## src/hdl/csd_pkg.sv

```systemverilog
// shared types and constants for the cross stencil star detector
`timescale 1ns / 1ps

package csd_pkg;

   // default line store and frame limits
   localparam int DEF_MAX_WIDTH  = 1024;
   localparam int DEF_MAX_HEIGHT = 1024;

   // fixed field widths
   localparam int PIXEL_W = 8;
   localparam int CSR_W   = 11;
   localparam int ROW_W   = 10;
   localparam int COL_W   = 10;
   localparam int SUM_W   = 11;
   localparam int TOTAL_W = 21;

   // register reset values and the minimum frame size
   localparam int WIDTH_RESET     = 8;
   localparam int HEIGHT_RESET    = 6;
   localparam int THRESHOLD_RESET = 30;
   localparam int MIN_SIZE        = 3;

   // event queue between front and back
   localparam int QUEUE_DEPTH = 4;
   localparam int QPTR_W      = $clog2(QUEUE_DEPTH);

   localparam logic [TOTAL_W-1:0] STAR_MAX = {TOTAL_W{1'b1}};

   typedef enum logic [1:0] {
      CSR_FRAME_WIDTH   = 2'd0,
      CSR_FRAME_HEIGHT  = 2'd1,
      CSR_SUM_THRESHOLD = 2'd2
   } csr_index_type;

   typedef enum logic {
      KIND_STAR    = 1'b0,
      KIND_SUMMARY = 1'b1
   } kind_type;

   // one queued event: a star or an end-of-frame summary
   typedef struct packed {
      kind_type          kind;
      logic              clear;
      logic [ROW_W-1:0]  row;
      logic [COL_W-1:0]  col;
      logic [SUM_W-1:0]  sum;
   } event_type;

endpackage

```

## src/hdl/csd_queue.sv

```systemverilog
// short event queue between the front and back ends
`timescale 1ns / 1ps

module csd_queue (
   input  logic                clock,
   input  logic                reset,
   input  logic                push,
   input  csd_pkg::event_type  push_entry,
   output logic                full,
   input  logic                pop,
   output logic                head_valid,
   output csd_pkg::event_type  head_entry
);
   import csd_pkg::*;

   event_type         slot_ff [QUEUE_DEPTH];
   logic [QPTR_W-1:0] wr_ptr_ff, wr_ptr_in;
   logic [QPTR_W-1:0] rd_ptr_ff, rd_ptr_in;
   logic [QPTR_W:0]   count_ff, count_in;

   always_comb begin
      full       = (count_ff == (QPTR_W + 1)'(QUEUE_DEPTH));
      head_valid = (count_ff != '0);
      head_entry = slot_ff[rd_ptr_ff];
      wr_ptr_in  = push ? wr_ptr_ff + QPTR_W'(1) : wr_ptr_ff;
      rd_ptr_in  = pop ? rd_ptr_ff + QPTR_W'(1) : rd_ptr_ff;
      count_in   = count_ff;
      if (push && !pop) begin
         count_in = count_ff + (QPTR_W + 1)'(1);
      end else if (pop && !push) begin
         count_in = count_ff - (QPTR_W + 1)'(1);
      end
   end

   always_ff @(posedge clock) begin
      if (reset) begin
         wr_ptr_ff <= '0;
         rd_ptr_ff <= '0;
         count_ff  <= '0;
      end else begin
         wr_ptr_ff <= wr_ptr_in;
         rd_ptr_ff <= rd_ptr_in;
         count_ff  <= count_in;
      end
   end

   always_ff @(posedge clock) begin
      if (push) begin
         slot_ff[wr_ptr_ff] <= push_entry;
      end
   end

   a_no_push_full: assert property (@(posedge clock) disable iff (reset)
      !(push && full))
      else $error("event pushed into a full queue");

   a_no_pop_empty: assert property (@(posedge clock) disable iff (reset)
      !(pop && !head_valid))
      else $error("event popped from an empty queue");

endmodule

```

## config.mk

```make
export PLATFORM = sky130hd
export DESIGN_NAME = csd_queue
export DESIGN_NICKNAME = d
export VERILOG_FILES = /design/src/hdl/csd_pkg.sv /design/src/hdl/csd_queue.sv
export SDC_FILE = /design/constraint.sdc
export NUM_CORES = 1
export LEC_CHECK = 0
export ABC_AREA = 1
export BUFFER_PORTS_ARGS = -buffer_cell sky130_fd_sc_hd__buf_2
export CORE_MARGIN = 2
export CORE_UTILIZATION = 61
export CTS_CLUSTER_DIAMETER = 30
export DETAILED_ROUTE_END_ITERATION = 10
export GPL_TIMING_DRIVEN = 0
export HOLD_SLACK_MARGIN = 0.1
export PLACE_DENSITY = 0.86
export SETUP_SLACK_MARGIN = 0.15
export SKIP_CTS_REPAIR_TIMING = 1
export SYNTH_ARGS = -nofsm -noshare
export SYNTH_HDL_FRONTEND = slang
export SYNTH_SLANG_ARGS = --single-unit
```

## constraint.sdc

```tcl
create_clock -name clock -period 3.5 [get_ports clock]
set_input_delay 0 -clock clock [delete_from_list [all_inputs] [get_ports clock]]
set_output_delay 0 -clock clock [all_outputs]
set_load 0.01 [all_outputs]
```

-- Word-level counts from Yosys, hierarchy flattened
Memory sizes are Yosys's and may differ from the RTL's. A register that Yosys moved wholly into a read port is not among the register bits.
Index checks and enable logic that the tools add are counted.
- bits of input ports: 37
- memory bits (writable): 132
- word-level logic and storage cells: 21
- output and inout bits: 35
- bits in registers: 7
- memories: 1
- reductions and logical operators: 6
- mux-type cells: 6
- eq/ne operators: 1
- add/sub/neg operators: 4
- memories (name ; depth ; width ; rd ports ; clocked after memory_dff ; write ports ; RTL line ; source):
    slot_ff ; 4 ; 33 ; 1 ; 1 ; 1 ; csd_queue.sv:16 ; event_type slot_ff [QUEUE_DEPTH];
- operators by type and width (kind ; number):
    3-bit two-way mux ; 2
    2-bit by 1-bit adder with 2-bit output, second input constant ; 2
    2-bit two-way mux ; 2
    3-bit by 1-bit adder with 3-bit output, second input constant ; 1
    3-bit == test, second input constant ; 1
    3-bit nonzero test ; 1
    3-bit by 1-bit subtractor with 3-bit output, second input constant ; 1
    1-bit logical AND ; 2
    1-bit logical NOT ; 2
    1-bit two-way mux ; 2
    2-bit nonzero test ; 1

-- Depth between registers and ports, before layout
- depth after elaboration: 4
- depth in mapped cells: 10
- depth with buffers taken out: 10

-- Least setup slack after synthesis
Ideal clock, no wire load.
- kind: register -> register
- start point: register wr_ptr_ff[0]
- end point: memory slot_ff[2][0] (netlist name), enable pin
- data arrival time: 1241 ps
- library setup time: 388 ps
- cell stages (with the launch flop): 5
- slack: 1871 ps
- data required time: 3112 ps
- path buffers: 0
- clock period less this slack: 1629 ps
- cells stage by stage: dfxtp_1 > inv_1 > ha_1 > nand2_1 > inv_1
- RTL lines (what ; RTL line ; source):
    from (decl) ; csd_queue.sv:17 ; logic [QPTR_W-1:0] wr_ptr_ff, wr_ptr_in;
    from (signal assigned) ; csd_queue.sv:41 ; wr_ptr_ff <= wr_ptr_in;
    to (decl) ; csd_queue.sv:16 ;
Straight into the memory's write port.

==> results.md <==
- Die Area: 0.00957 mm^2
- Via Count: 3589
- Drt drc: 0
- Power Dens Cells: 597 mW/mm^2
- Number of library cell types mapped by synthesis: 21
- Synth Cell Area: 0.00537 mm^2
- Final setup fails: 0
- CTS Buffer Depth: 2
- Most frequent cells in the layout: edfxtp_1 (132), buf_2 (78), nor2_1 (73), o21ai_0 (53), dlygate4sd3_1 (37)
- Sequential Area: 0.00414 mm^2
- First-pass GRT wire length: 16900 um
- I/O pin cnt: 72
- Synth Area in XOR/XNOR: 0.00163
- Routed Wire Length: 11700 um
- Clock Pin Slew Worst Setup and Hold Paths: 70 ps
- Gr ovfl total: 0
- Crit Path Max Fanout: 10
- Sequential group share of total power: 0.476
- H-tree depth reported by CTS: 4
- Syn Area/Cell: 14.2 um^2
- Worst Hold Slack: 220 ps
- Pins Over Slew Limit: 0
- Psw: 1.03 mW
- Hold worst-path end: slot_ff[3][23]
- Synth Instances: 378
- Pint: 3.07 mW
- Largest net degree at the start of global routing: 34
- Synth-to-Final Area Change: 27.8%
- Pleak: 2.57 nW
- Compound-cell area share of the yosys netlist: 0.107
- FF+latch count, synth: 141
- Setup TNS: 0 ps
- Initial Utilization: 0.622
- Required time of the critical path: 3500 ps
- Design area: 0.00686 mm^2
- Vias per cell: 5.71
- DRT iter0 DRCs: 293
- Gate power share: 0.100
- Clock tree sinks: 141
- Commonest non-fill, non-tap cell in the layout: edfxtp_1
- Initial antenna violation count: 0
- Chip Width: 97.8 um
- Mux contribution to synthesized area: 0
- R2R cell count: 4
- Floorplan row count: 34
- Clock power share: 0.424
- Largest family of logic cells by synthesized area: compound AO/OA/AOI/OAI gates
- Final Hold Viols: 0
- Clock skew: 7.22 ps
- Worst Path Arrival: 1900 ps
- Cts bufs inserted: 17
- Seq/Total Area, Yosys: 0.772
- Average wire per standard cell: 18.7 um
- Mapped Nets: 421
- Ant. Diodes: 0
- Later-pin clock latency in the skew report: 530 ps
- Core ar.: 0.00864 mm^2
- Multi-input logic area: 996 um^2
- Slew HR: 0.444
- Worst r2r dst: slot_ff[0][10]
- Switching Fraction: 0.251
- Die Ht: 97.8 um
- Fill count: 493
- PortBufs: 71
- Hold path depth: 2
- Post-Place Cell Area: 0.00591 mm^2
- Routability cong.: 0.808
- Synth warnings: 0
- CTS root buf: clkbuf_8
- Final period utilization: 0.543
- Share of post-route cells with drive strength above 1: 0.248
- Max VDD drop: 0.555 mV
- Hold Crit Class: primary input to register
- Post-DP HPWL: 6360 um
- DRT Pass-1 Iters: 5
- GRT Total Usage: 0.237
- Simple-gate portion of the synthesized area: 0.0611
- Max Cap Viol: 0
- Crit start category: register
- Crit Path Class: register to output pin
- TritonCTS clock tree: done
- Adder-Cell Fraction of Synth Area: 0.0154
- RSZ-0062 raised after global routing: no
- R2r setup slk: 1830 ps
- Crit Reg-Reg Startpoint: wr_ptr_ff[0]
- CP endpoint kind: output pin
- Post-route ant nets: 0
- Status: finished, final reports clean
- Nets@finish: 550
- Number of global-route vias before repair: 3462
- Hold_sp: push_entry[23]
- Measured slew at the worst slew-check pin: 833 ps
- Period minus WS final: 1900 ps
- Fmax: 526 MHz
[cells in the mapped netlist (all sizes together)]
| library cell | n | area share |
|---|---|---|
| edfxtp | 132 | 0.74 |
| dfxtp | 9 | 0.034 |
| o21ai | 71 | 0.066 |
| inv | 17 | 0.012 |
| nor3 | 1 | 0.00093 |
| o22ai | 33 | 0.038 |
| nand2 | 10 | 0.0070 |
| nand3 | 1 | 0.00093 |
| clkbuf | 3 | 0.0026 |
| xor2 | 1 | 0.0016 |
| nor2 | 73 | 0.051 |
| fa | 1 | 0.0037 |
| nand4 | 1 | 0.0012 |
| a21oi | 3 | 0.0028 |
| ha | 5 | 0.012 |
| buf | 17 | 0.028 |
[final cells by class]
type                       instances  share of cell area
buffer                            20              0.0241
clock buffer                      17              0.0603
clock inverter                    15              0.0239
inverter                          17             0.00930
multi-input combinational        200               0.145
sequential                       141               0.604
tap                              108              0.0197
timing repair buffer             110               0.114
[registers in the layout (all words and copies together) (netlist names), named ones only]
register / count
count_ff: 3
slot_ff: 132
rd_ptr_ff: 2
wr_ptr_ff: 2
[power by group through the flow]
stage	logic, mW	clock network (mW)	registers (mW)
floorplan	0.211	0	1.98
global placement	0.348	0	1.98
detailed placement	0.366	0	1.98
CTS	0.370	1.74	1.95
global route	0.445	1.82	1.96
finish	0.409	1.74	1.95
[layer usage]
metal,up-vias,wire length [um],GRT usage
met5,-,0,0
met4,0,231,0.0972
met3,30,802,0.0694
met2,181,6330,0.402
met1,1721,4380,0.289
li1,1657,-,-
[stage by stage]
step	std cells	setup slack, ps	power (mW)	utilization
after floorplan	378	1870	2.19	-
after global placement	557	1410	2.33	0.678
after detailed placement	559	1380	2.35	0.685
after CTS	591	1360	4.06	0.752
after global routing	628	1470	4.22	0.795
final	628	1600	4.10	0.795
[worst max-delay path: stages, from the launching register on]
cell and delay, ps:
dfxtp_1 350, inv_2 80, clkbuf_1 370, o21ai_0 140, o22ai_1 240, buf_2 200
[how the worst max path moves through the flow]
stage | from | endpoint | slack (ps) | cells after the start
floorplan | wr_ptr_ff[0] | slot_ff[2][0] | 1870 | 4
global placement | wr_ptr_ff[0] | slot_ff[0][6] | 1410 | 4
detailed placement | wr_ptr_ff[0] | slot_ff[2][6] | 1380 | 4
CTS | wr_ptr_ff[0] | slot_ff[2][4] | 1360 | 4
global route | register | head_entry[27] | 1470 | 5
finish | register | head_entry[27] | 1600 | 5
[logic make-up after synthesis]
group / count (synthesis)
DFF: 141
and+or+nand+nor: 86
xor gates and xnor gates: 1
adders and majority gates: 6
buffers and inverters: 37
AOI/OAI and AO/OA: 107
No activity file was read; power rests on OpenSTA's default activity.
