===== src/hdl/csd_pkg.sv =====
// shared types and constants for the cross stencil star detector
`timescale 1ns / 1ps

package csd_pkg;

   // default line store and frame limits
   localparam int DEF_MAX_WIDTH  = 1024;
   localparam int DEF_MAX_HEIGHT = 1024;

   // fixed field widths
   localparam int PIXEL_W = 8;
   localparam int CSR_W   = 11;
   localparam int ROW_W   = 10;
   localparam int COL_W   = 10;
   localparam int SUM_W   = 11;
   localparam int TOTAL_W = 21;

   // register reset values and the minimum frame size
   localparam int WIDTH_RESET     = 8;
   localparam int HEIGHT_RESET    = 6;
   localparam int THRESHOLD_RESET = 30;
   localparam int MIN_SIZE        = 3;

   // event queue between front and back
   localparam int QUEUE_DEPTH = 4;
   localparam int QPTR_W      = $clog2(QUEUE_DEPTH);

   localparam logic [TOTAL_W-1:0] STAR_MAX = {TOTAL_W{1'b1}};

   typedef enum logic [1:0] {
      CSR_FRAME_WIDTH   = 2'd0,
      CSR_FRAME_HEIGHT  = 2'd1,
      CSR_SUM_THRESHOLD = 2'd2
   } csr_index_type;

   typedef enum logic {
      KIND_STAR    = 1'b0,
      KIND_SUMMARY = 1'b1
   } kind_type;

   // one queued event: a star or an end-of-frame summary
   typedef struct packed {
      kind_type          kind;
      logic              clear;
      logic [ROW_W-1:0]  row;
      logic [COL_W-1:0]  col;
      logic [SUM_W-1:0]  sum;
   } event_type;

endpackage


===== src/hdl/csd_back.sv =====
// back end: star counting and the registered result stage
`timescale 1ns / 1ps

module csd_back (
   input  logic                          clock,
   input  logic                          reset,
   input  logic                          head_valid,
   input  csd_pkg::event_type            head_entry,
   output logic                          pop,
   output logic                          rsp_valid,
   input  logic                          rsp_stall,
   output logic                          rsp_result_kind,
   output logic [csd_pkg::ROW_W-1:0]     rsp_star_row,
   output logic [csd_pkg::COL_W-1:0]     rsp_star_col,
   output logic [csd_pkg::SUM_W-1:0]     rsp_cross_sum,
   output logic [csd_pkg::TOTAL_W-1:0]   rsp_star_total
);
   import csd_pkg::*;

   logic               valid_ff;
   logic [TOTAL_W-1:0] count_ff, count_in;
   logic [TOTAL_W-1:0] base;
   kind_type           kind_ff;
   logic [ROW_W-1:0]   row_ff;
   logic [COL_W-1:0]   col_ff;
   logic [SUM_W-1:0]   sum_ff;
   logic [TOTAL_W-1:0] total_ff;

   always_comb begin
      pop  = head_valid && (!valid_ff || !rsp_stall);
      base = head_entry.clear ? '0 : count_ff;
      if (head_entry.kind == KIND_STAR) begin
         count_in = (base == STAR_MAX) ? base : base + TOTAL_W'(1);
      end else begin
         count_in = base;
      end
   end

   always_ff @(posedge clock) begin
      if (reset) begin
         valid_ff <= 1'b0;
         count_ff <= '0;
      end else begin
         if (pop) begin
            valid_ff <= 1'b1;
            count_ff <= count_in;
         end else if (!rsp_stall) begin
            valid_ff <= 1'b0;
         end
      end
   end

   always_ff @(posedge clock) begin
      if (pop) begin
         kind_ff  <= head_entry.kind;
         row_ff   <= head_entry.row;
         col_ff   <= head_entry.col;
         sum_ff   <= head_entry.sum;
         total_ff <= count_in;
      end
   end

   assign rsp_valid       = valid_ff;
   assign rsp_result_kind = kind_ff;
   assign rsp_star_row    = row_ff;
   assign rsp_star_col    = col_ff;
   assign rsp_cross_sum   = sum_ff;
   assign rsp_star_total  = total_ff;

   a_count_tracks_output: assert property (@(posedge clock) disable iff (reset)
      pop |=> (total_ff == count_ff))
      else $error("reported total differs from running count");

endmodule

===== config.mk =====
export PLATFORM = sky130hd
export DESIGN_NAME = csd_back
export DESIGN_NICKNAME = d
export VERILOG_FILES = /design/src/hdl/csd_pkg.sv /design/src/hdl/csd_back.sv
export SDC_FILE = /design/constraint.sdc
export NUM_CORES = 1
export LEC_CHECK = 0
export ABC_AREA = 1
export BUFFER_PORTS_ARGS = -buffer_cell sky130_fd_sc_hd__buf_2
export CAP_MARGIN = 0
export CELL_PAD_IN_SITES_DETAIL_PLACEMENT = 0
export CELL_PAD_IN_SITES_GLOBAL_PLACEMENT = 1
export CORE_MARGIN = 2
export CORE_UTILIZATION = 39
export CTS_CLUSTER_SIZE = 16
export DETAILED_ROUTE_END_ITERATION = 16
export PLACE_DENSITY_LB_ADDON = 0.15
export RECOVER_POWER = 25
export SLEW_MARGIN = 25
export SYNTH_ARGS = -nofsm -noshare
export SYNTH_HDL_FRONTEND = slang
export SYNTH_SLANG_ARGS = --single-unit

===== constraint.sdc =====
create_clock -name clock -period 3.8 [get_ports clock]
set_input_delay 0.57 -clock clock [delete_from_list [all_inputs] [get_ports clock]]
set_output_delay 0.57 -clock clock [all_outputs]
set_load 0.02 [all_outputs]

**Word level (Yosys, flattened, before mapping)**

Index checks and enable logic that the tools add are counted.

- Flip-flop bits (word level): 75
- Input port bits: 37
- Output and inout bits: 55
- Logic and storage cells: 19

- Add/sub/neg operators: 1
- Equal/unequal tests: 2
- Mux-type cells: 5
- Reduce and logical (&&, ||, !) cells: 4

Operators by type and width:

| operator | count |
|---|---|
| 2-to-1 mux 21 bit | 3 |
| adder 21 x 1 -> 21 bit (second input constant) | 1 |
| == test 21 bit (second input constant) | 1 |
| logical NOT 1 bit | 2 |
| 2-to-1 mux 1 bit | 2 |
| inequality test 2 bit (second input constant) | 1 |
| logical AND 1 bit | 1 |
| logical OR 1 bit | 1 |

**Logic depth before layout (Yosys ltp)**

Gate-level depths: netlist (run 1).

- Word-level depth: 4
- Gate-level depth with buffers: 13
- Depth with buffers taken out: 12

**Worst setup path before layout (run 1)**

Ideal clock, no wire load.

- Path type: input to output
- Start point: input port rsp_stall
- End point: output port pop
- Arrival time: 2646 ps
- Required time: 3230 ps
- Slack: 584 ps
- Cell stages on the path: 4
- Buffers on the path: 1
- Cell sequence: nand2_1 -> nand2_1 -> inv_1 -> clkbuf_1

- Longest elaborated chain between the ends: 3

Ends and longest elaborated chain:

| what | line | source |
|---|---|---|
| from (decl) | csd_back.sv:11 | `input logic rsp_stall,` |
| logical NOT 1 bit | -- |  |
| logical OR 1 bit | csd_back.sv:30 | `pop = head_valid && (!valid_ff \|\| !rsp_stall);` |
| logical AND 1 bit | csd_back.sv:30 |  |
| to (decl) | csd_back.sv:9 | `output logic pop,` |

No other way between the ends.

**Final worst setup path (run 1)**

Ends and elaborated chain as after synthesis.

==> results.json, run 1 <==
{
  "status": "finished clean",
  "initialDrtViolationCount": 120,
  "grt.total_usage": 0.1571,
  "nFillCells": 797,
  "finalCriticalPeriod_ns": 2.308,
  "cts_tree": "built",
  "gp_congestion": 0.8144,
  "antenna_found_initial": 0,
  "cts_buffer_depth": 2,
  "p_total_uw": 1926,
  "grt-ovfl-total": 0,
  "async_flop_share": 0,
  "htree_levels": 3,
  "power_switching_uw": 456.0,
  "crit_path_end_kind": "primary output",
  "synth.area.top_cells": "edfxtp_1, dfxtp_1, nand2_1",
  "first_pass_iters": 4,
  "synth-seq-cells": 75,
  "drive_gt1_frac": 0.2637,
  "yosysMostFrequentCell": "nand2_1",
  "rsz0062_at_grt": "no",
  "insertion_delay_ns": 0.35,
  "worstMarginPinSlew_ns": 0.4753,
  "hold_path_class": "in -> reg",
  "die_h_microns": 97.19,
  "worstHoldStart": "head_entry[27]",
  "whs_path_depth": 1,
  "netlist_instances": 359,
  "synth.avg_cell_area_sq_um": 9.435,
  "synth_top_area_share": 0.4699,
  "p_seq_frac": 0.496,
  "max-vdd-ir-drop_v": 0.0001890,
  "die_area_sq_mm": 0.009446,
  "netlist_area_sq_mm": 0.003387,
  "antenna_cells": 0,
  "cts_buffers": 9,
  "r2r_cells": 10,
  "cts_hold_buf": 0,
  "synth_edf_count": 53,
  "r2r_start": "count_ff[0]$_SDFFE_PP0P_",
  "fin_nets": 488,
  "p_clk_frac": 0.403,
  "hpwl_microns": 5138,
  "syn_to_final_growth_pct": 22.83,
  "hold_viol_final": 0,
  "synth_commonest_cells": "nand2_1, edfxtp_1, inv_1",
  "r2r_end": "rsp_star_total[9]$_DFFE_PP_",
  "synthFlopType": "edfxtp_1",
  "cts_setup_buffers": 0,
  "drv_cap": 0,
  "maxSlewHeadroom": 0.6827,
  "clk_pin_slew_ns": 0.08,
  "tns_ns": 0,
  "drc": 0,
  "vias": 2635,
  "leakagePower_uw": 0.001885,
  "viasPerCell": 4.705,
  "critPathMaxFanout": 22,
  "combPwrFrac": 0.102,
  "clkSinkCount": 75,
  "cp.arrival_ns": 1.74,
  "synth_seq_area_share": 0.5999,
  "cts_root_buf": "clkbuf_8",
  "cts.repair.resized": 0,
  "boundaryPins": 92,
  "initial_core_util": 0.4081,
  "io_buffers": 91,
  "worst_clock_skew_ns": 0.008805,
  "wl_per_cell_microns": 12.88,
  "hold_end": "rsp_star_row[6]$_DFFE_PP_",
  "grt_pass1_vias": 2516,
  "worst_ep_required_time_ns": 3.23,
  "finalSetupViolations": 0,
  "slew_violations": 0,
  "worstSetupPathType": "in -> out",
  "rrSetupSlack_ns": 1.67,
  "grt_pass1_wl_microns": 12000,
  "p_per_area_mw_per_mm2": 462.9,
  "power_switching_share": 0.2368,
  "synth.distinct_cells": 30,
  "fmax_ghz": 0.4334,
  "finalWirelength_microns": 7211,
  "period_share": 0.6073,
  "ys.warnings.count": 0,
  "synthesis.nets": 397,
  "critPathLaunchType": "input port",
  "rows": 33,
  "die_x_microns": 97.19,
  "grt_max_degree": 66,
  "detail-route-antenna-nets": 0,
  "power.internal_uw": 1470,
  "yosysTopAreaCell": "edfxtp_1",
  "core_sq_mm": 0.008299
}
-- registers in the layout, summed over array words and instances (netlist names) --
name / count
rsp_cross_sum: 11
rsp_valid: 1
count_ff: 21
rsp_star_total: 21
rsp_star_col: 10
rsp_result_kind: 1
rsp_star_row: 10
-- layer usage --
layer  wire length, microns  vias to the layer above  part of all wire  GRT usage
met2                   3128                       85              0.43     0.2409
met3                    491                        7             0.068    0.04604
met1                   3539                     1186              0.49     0.2154
met4                     53                        0            0.0073    0.04875
li1                       -                     1357                 -          -
met5                      0                        -                 0          0
-- critical path, cell delays in order --
cell and delay, ns:
buf_2 0.10, nand2_1 0.07, nand2_1 0.27, inv_2 0.48, buf_2 0.25
-- cells in the final DEF (no fill, tap or decap), types with 2 or more instances in the layout --
master | Yosys | layout
a21oi_1 | 18 | 18
buf_2 | 1 | 78
bufinv_16 | 0 | 3
clkbuf_1 | 5 | 13
clkbuf_8 | 0 | 11
dfxtp_1 | 22 | 22
edfxtp_1 | 53 | 53
inv_1 | 53 | 52
inv_2 | 3 | 4
nand2_1 | 82 | 82
nand2_2 | 4 | 4
nand3_1 | 24 | 24
nand3_2 | 4 | 4
nand3b_1 | 8 | 8
nand4_1 | 6 | 6
nor2_1 | 31 | 31
nor2_2 | 6 | 6
nor2_4 | 2 | 2
nor3_1 | 2 | 2
o211ai_2 | 2 | 2
o21ai_0 | 18 | 18
o21ai_1 | 2 | 2
-- power groups by stage --
stage / logic, uW / registers [uW] / clock network, uW
after floorplan: 81.3 / 1020 / 0
after global placement: 199 / 972 / 0
after detailed placement: 201 / 973 / 0
after CTS: 202 / 955 / 799
after global routing: 218 / 961 / 831
final: 196 / 954 / 776
-- worst max-delay path by stage --
stage                                 startpoint                          end  depth (start not counted)
after CTS                 rsp_valid$_SDFFE_PP0P_                          pop                          4
final                                  rsp_stall                          pop                          5
after detailed placement          head_entry[31]  rsp_star_total[9]$_DFFE_PP_                         11
after floorplan                        rsp_stall                          pop                          4
after global placement            head_entry[31]  rsp_star_total[7]$_DFFE_PP_                         11
after global routing      rsp_valid$_SDFFE_PP0P_                          pop                          4
-- through the flow --
step	hold WS, ns	util	setup slack [ns]	cell area [sq um]	cells
global placement	0.4664	0.4720	1.267	3918	544
global route	0.3724	0.5013	1.295	4160	560
floorplan	0.5045	-	0.5843	3387	359
finish	0.3934	0.5013	1.492	4160	560
CTS	0.3831	0.5032	1.447	4177	560
detailed placement	0.4755	0.4720	1.199	3918	544
-- area by class of cell --
| class | count | area, sq um | area share |
|---|---|---|---|
| flip-flops and latches | 75 | 2032 | 0.4884 |
| well taps | 105 | 131.4 | 0.03158 |
| clock inverters | 5 | 107.6 | 0.02586 |
| inverters | 56 | 210.2 | 0.05053 |
| repair buffers | 92 | 459.2 | 0.1104 |
| clock buffers | 11 | 151.4 | 0.03639 |
| multi-input cells | 216 | 1069 | 0.2568 |
-- logic make-up after synthesis --
kind of cell             synth area share
AO/OA/AOI/OAI                     0.06354
XOR/XNOR                         0.005173
adder cells (fa/ha/maj)          0.003694
buffers and inverters             0.08459
flip-flops                         0.5999
AND/OR/NAND/NOR                    0.2431
Power figures use the tool's default switching activity.
==> run 2, diff against run 1 <==
- CORE_UTILIZATION: 39 -> 35
- clock period: 3.8 -> 2.03 ns (I/O delays scaled with it)
==> run 2 against run 1 <==
Clock skew is 0.0068 ns higher. Flip-flop and latch count did not move. Clock power rose by 37%. Largest cell class unchanged.
==> results.json, run 2 (synthesis results as in run 1) <==
{
  "grt_use_met1": 0.1926,
  "fin_ws_ns": 0.1926,
  "post_dp_cell_area_sq_mm": 0.004170,
  "core_sq_mm": 0.009328,
  "gp_congestion": 0.8528,
  "cts_tree": "built",
  "design_area_sq_mm": 0.004345,
  "wl_per_cell_microns": 12.27,
  "critPathMaxFanout": 17,
  "status": "finished clean",
  "p_per_area_mw_per_mm2": 744.6,
  "worstSetupPathType": "reg -> reg",
  "finalCriticalPeriod_ns": 1.837,
  "initialDrtViolationCount": 75,
  "rows": 35,
  "fmax_ghz": 0.5443,
  "leakagePower_uw": 0.001993,
  "globalRouteMet2Util": 0.2328,
  "hold_path_class": "in -> reg",
  "cp.arrival_ns": 1.95,
  "r2r_start": "count_ff[0]$_SDFFE_PP0P_",
  "cts_buffer_depth": 2,
  "worstHoldStart": "head_entry[22]",
  "fin_nets": 516,
  "p_total_uw": 3236,
  "fin_util": 0.4659,
  "critPathLaunchType": "flip-flop",
  "drc": 0,
  "worst_clock_skew_ns": 0.01561,
  "crit_start": "count_ff[0]$_SDFFE_PP0P_",
  "tns_ns": 0,
  "place_ws_ns": -0.01934,
  "finalWirelength_microns": 7509,
  "insertion_delay_ns": 0.36,
  "viasPerCell": 4.446,
  "clk_pin_slew_ns": 0.09,
  "die_h_microns": 102.4,
  "grt_max_degree": 72,
  "antenna_cells": 0,
  "final_cell_mix": "buf_2, nand2_1, inv_1, edfxtp_1, nor2_1",
  "drive_gt1_frac": 0.3251,
  "grt_pass1_wl_microns": 11810,
  "io_buffers": 91,
  "initial_core_util": 0.3631,
  "mostFrequentLayoutCell": "buf_2",
  "first_pass_iters": 4,
  "drv_cap": 0,
  "clkSinkCount": 75,
  "finalSetupViolations": 0,
  "crit_path_end_kind": "flip-flop",
  "rsz0062_at_grt": "no",
  "max-vdd-ir-drop_v": 0.0002816,
  "maxSlewHeadroom": 0.4688,
  "boundaryPins": 92,
  "cts_buffers": 9,
  "antenna_found_initial": 0,
  "grt.total_usage": 0.1477,
  "syn_to_final_growth_pct": 28.30,
  "vias": 2721,
  "worstMarginPinSlew_ns": 0.7968,
  "hpwl_microns": 5403,
  "detail-route-antenna-nets": 0,
  "use_met3": 0.03967,
  "die_area_sq_mm": 0.01048,
  "die_x_microns": 102.4,
  "hold_viol_final": 0,
  "grt_pass1_vias": 2501,
  "period_share": 0.9051,
  "slew_violations": 0,
  "nFillCells": 917,
  "htree_levels": 3,
  "top_usage_layer": "met2",
  "worst_ep_required_time_ns": 2.15,
  "cts_root_buf": "clkbuf_8",
  "grt-ovfl-total": 0
}
run 2: area by class of cell:
class                   instances  area (sq um)  share of cell area
clock inverters                 7         52.55             0.01209
well taps                     129         161.4             0.03714
clock buffers                   9         123.9             0.02851
inverters                      56         210.2             0.04837
flip-flops and latches         75          2032              0.4676
repair buffers                120         686.9              0.1581
multi-input cells             216          1079              0.2482
run 2: metal layers:
metal / vias to the layer above / share of wire
met1: 1219 / 0.50
li1: 1411 / -
met2: 84 / 0.42
met3: 7 / 0.065
met5: - / 0
met4: 0 / 0.013
run 2: worst max-delay path, cell delays in order, from the launching register on:
cell     delay [ns]
dfxtp_1        0.34
inv_1          0.07
nor2_2         0.11
ha_1           0.18
nand4_1        0.15
nor2_2         0.19
nand3_4        0.12
buf_12         0.17
nand2_1        0.05
o21ai_0        0.07
nand2_1        0.09
inv_1          0.04
run 2: worst paths after layout:
| path | end | slack [ns] | cells past startpoint |
|---|---|---|---|
| min reg2reg | rsp_valid$_SDFFE_PP0P_ | 0.49 | 2 |
| max reg2reg | rsp_star_total[9]$_DFFE_PP_ | 0.19 | 11 |
| max | rsp_star_total[9]$_DFFE_PP_ | 0.19 | 11 |
| min | rsp_star_row[1]$_DFFE_PP_ | 0.12 | 1 |
run 2: stage by stage:
stage	std cells	hold WS, ns
floorplan	359	0.4034
global placement	596	0.4719
detailed placement	596	0.4727
CTS	612	0.09792
global route	612	0.09425
finish	612	0.1176
run 2: power breakdown:
part,internal (uW),leakage [uW],switching [uW]
combinational,133,0.00121,260
clock,447,0.0000795,610
sequential,1750,0.000704,39.3
run 2: what timing repair did:
action	4_1_cts	5_1_grt
hold buffers	0	0
gates resized for setup	0	3
setup endpoints to repair	0	12
setup buffers	0	0
hold endpoints to repair	0	0
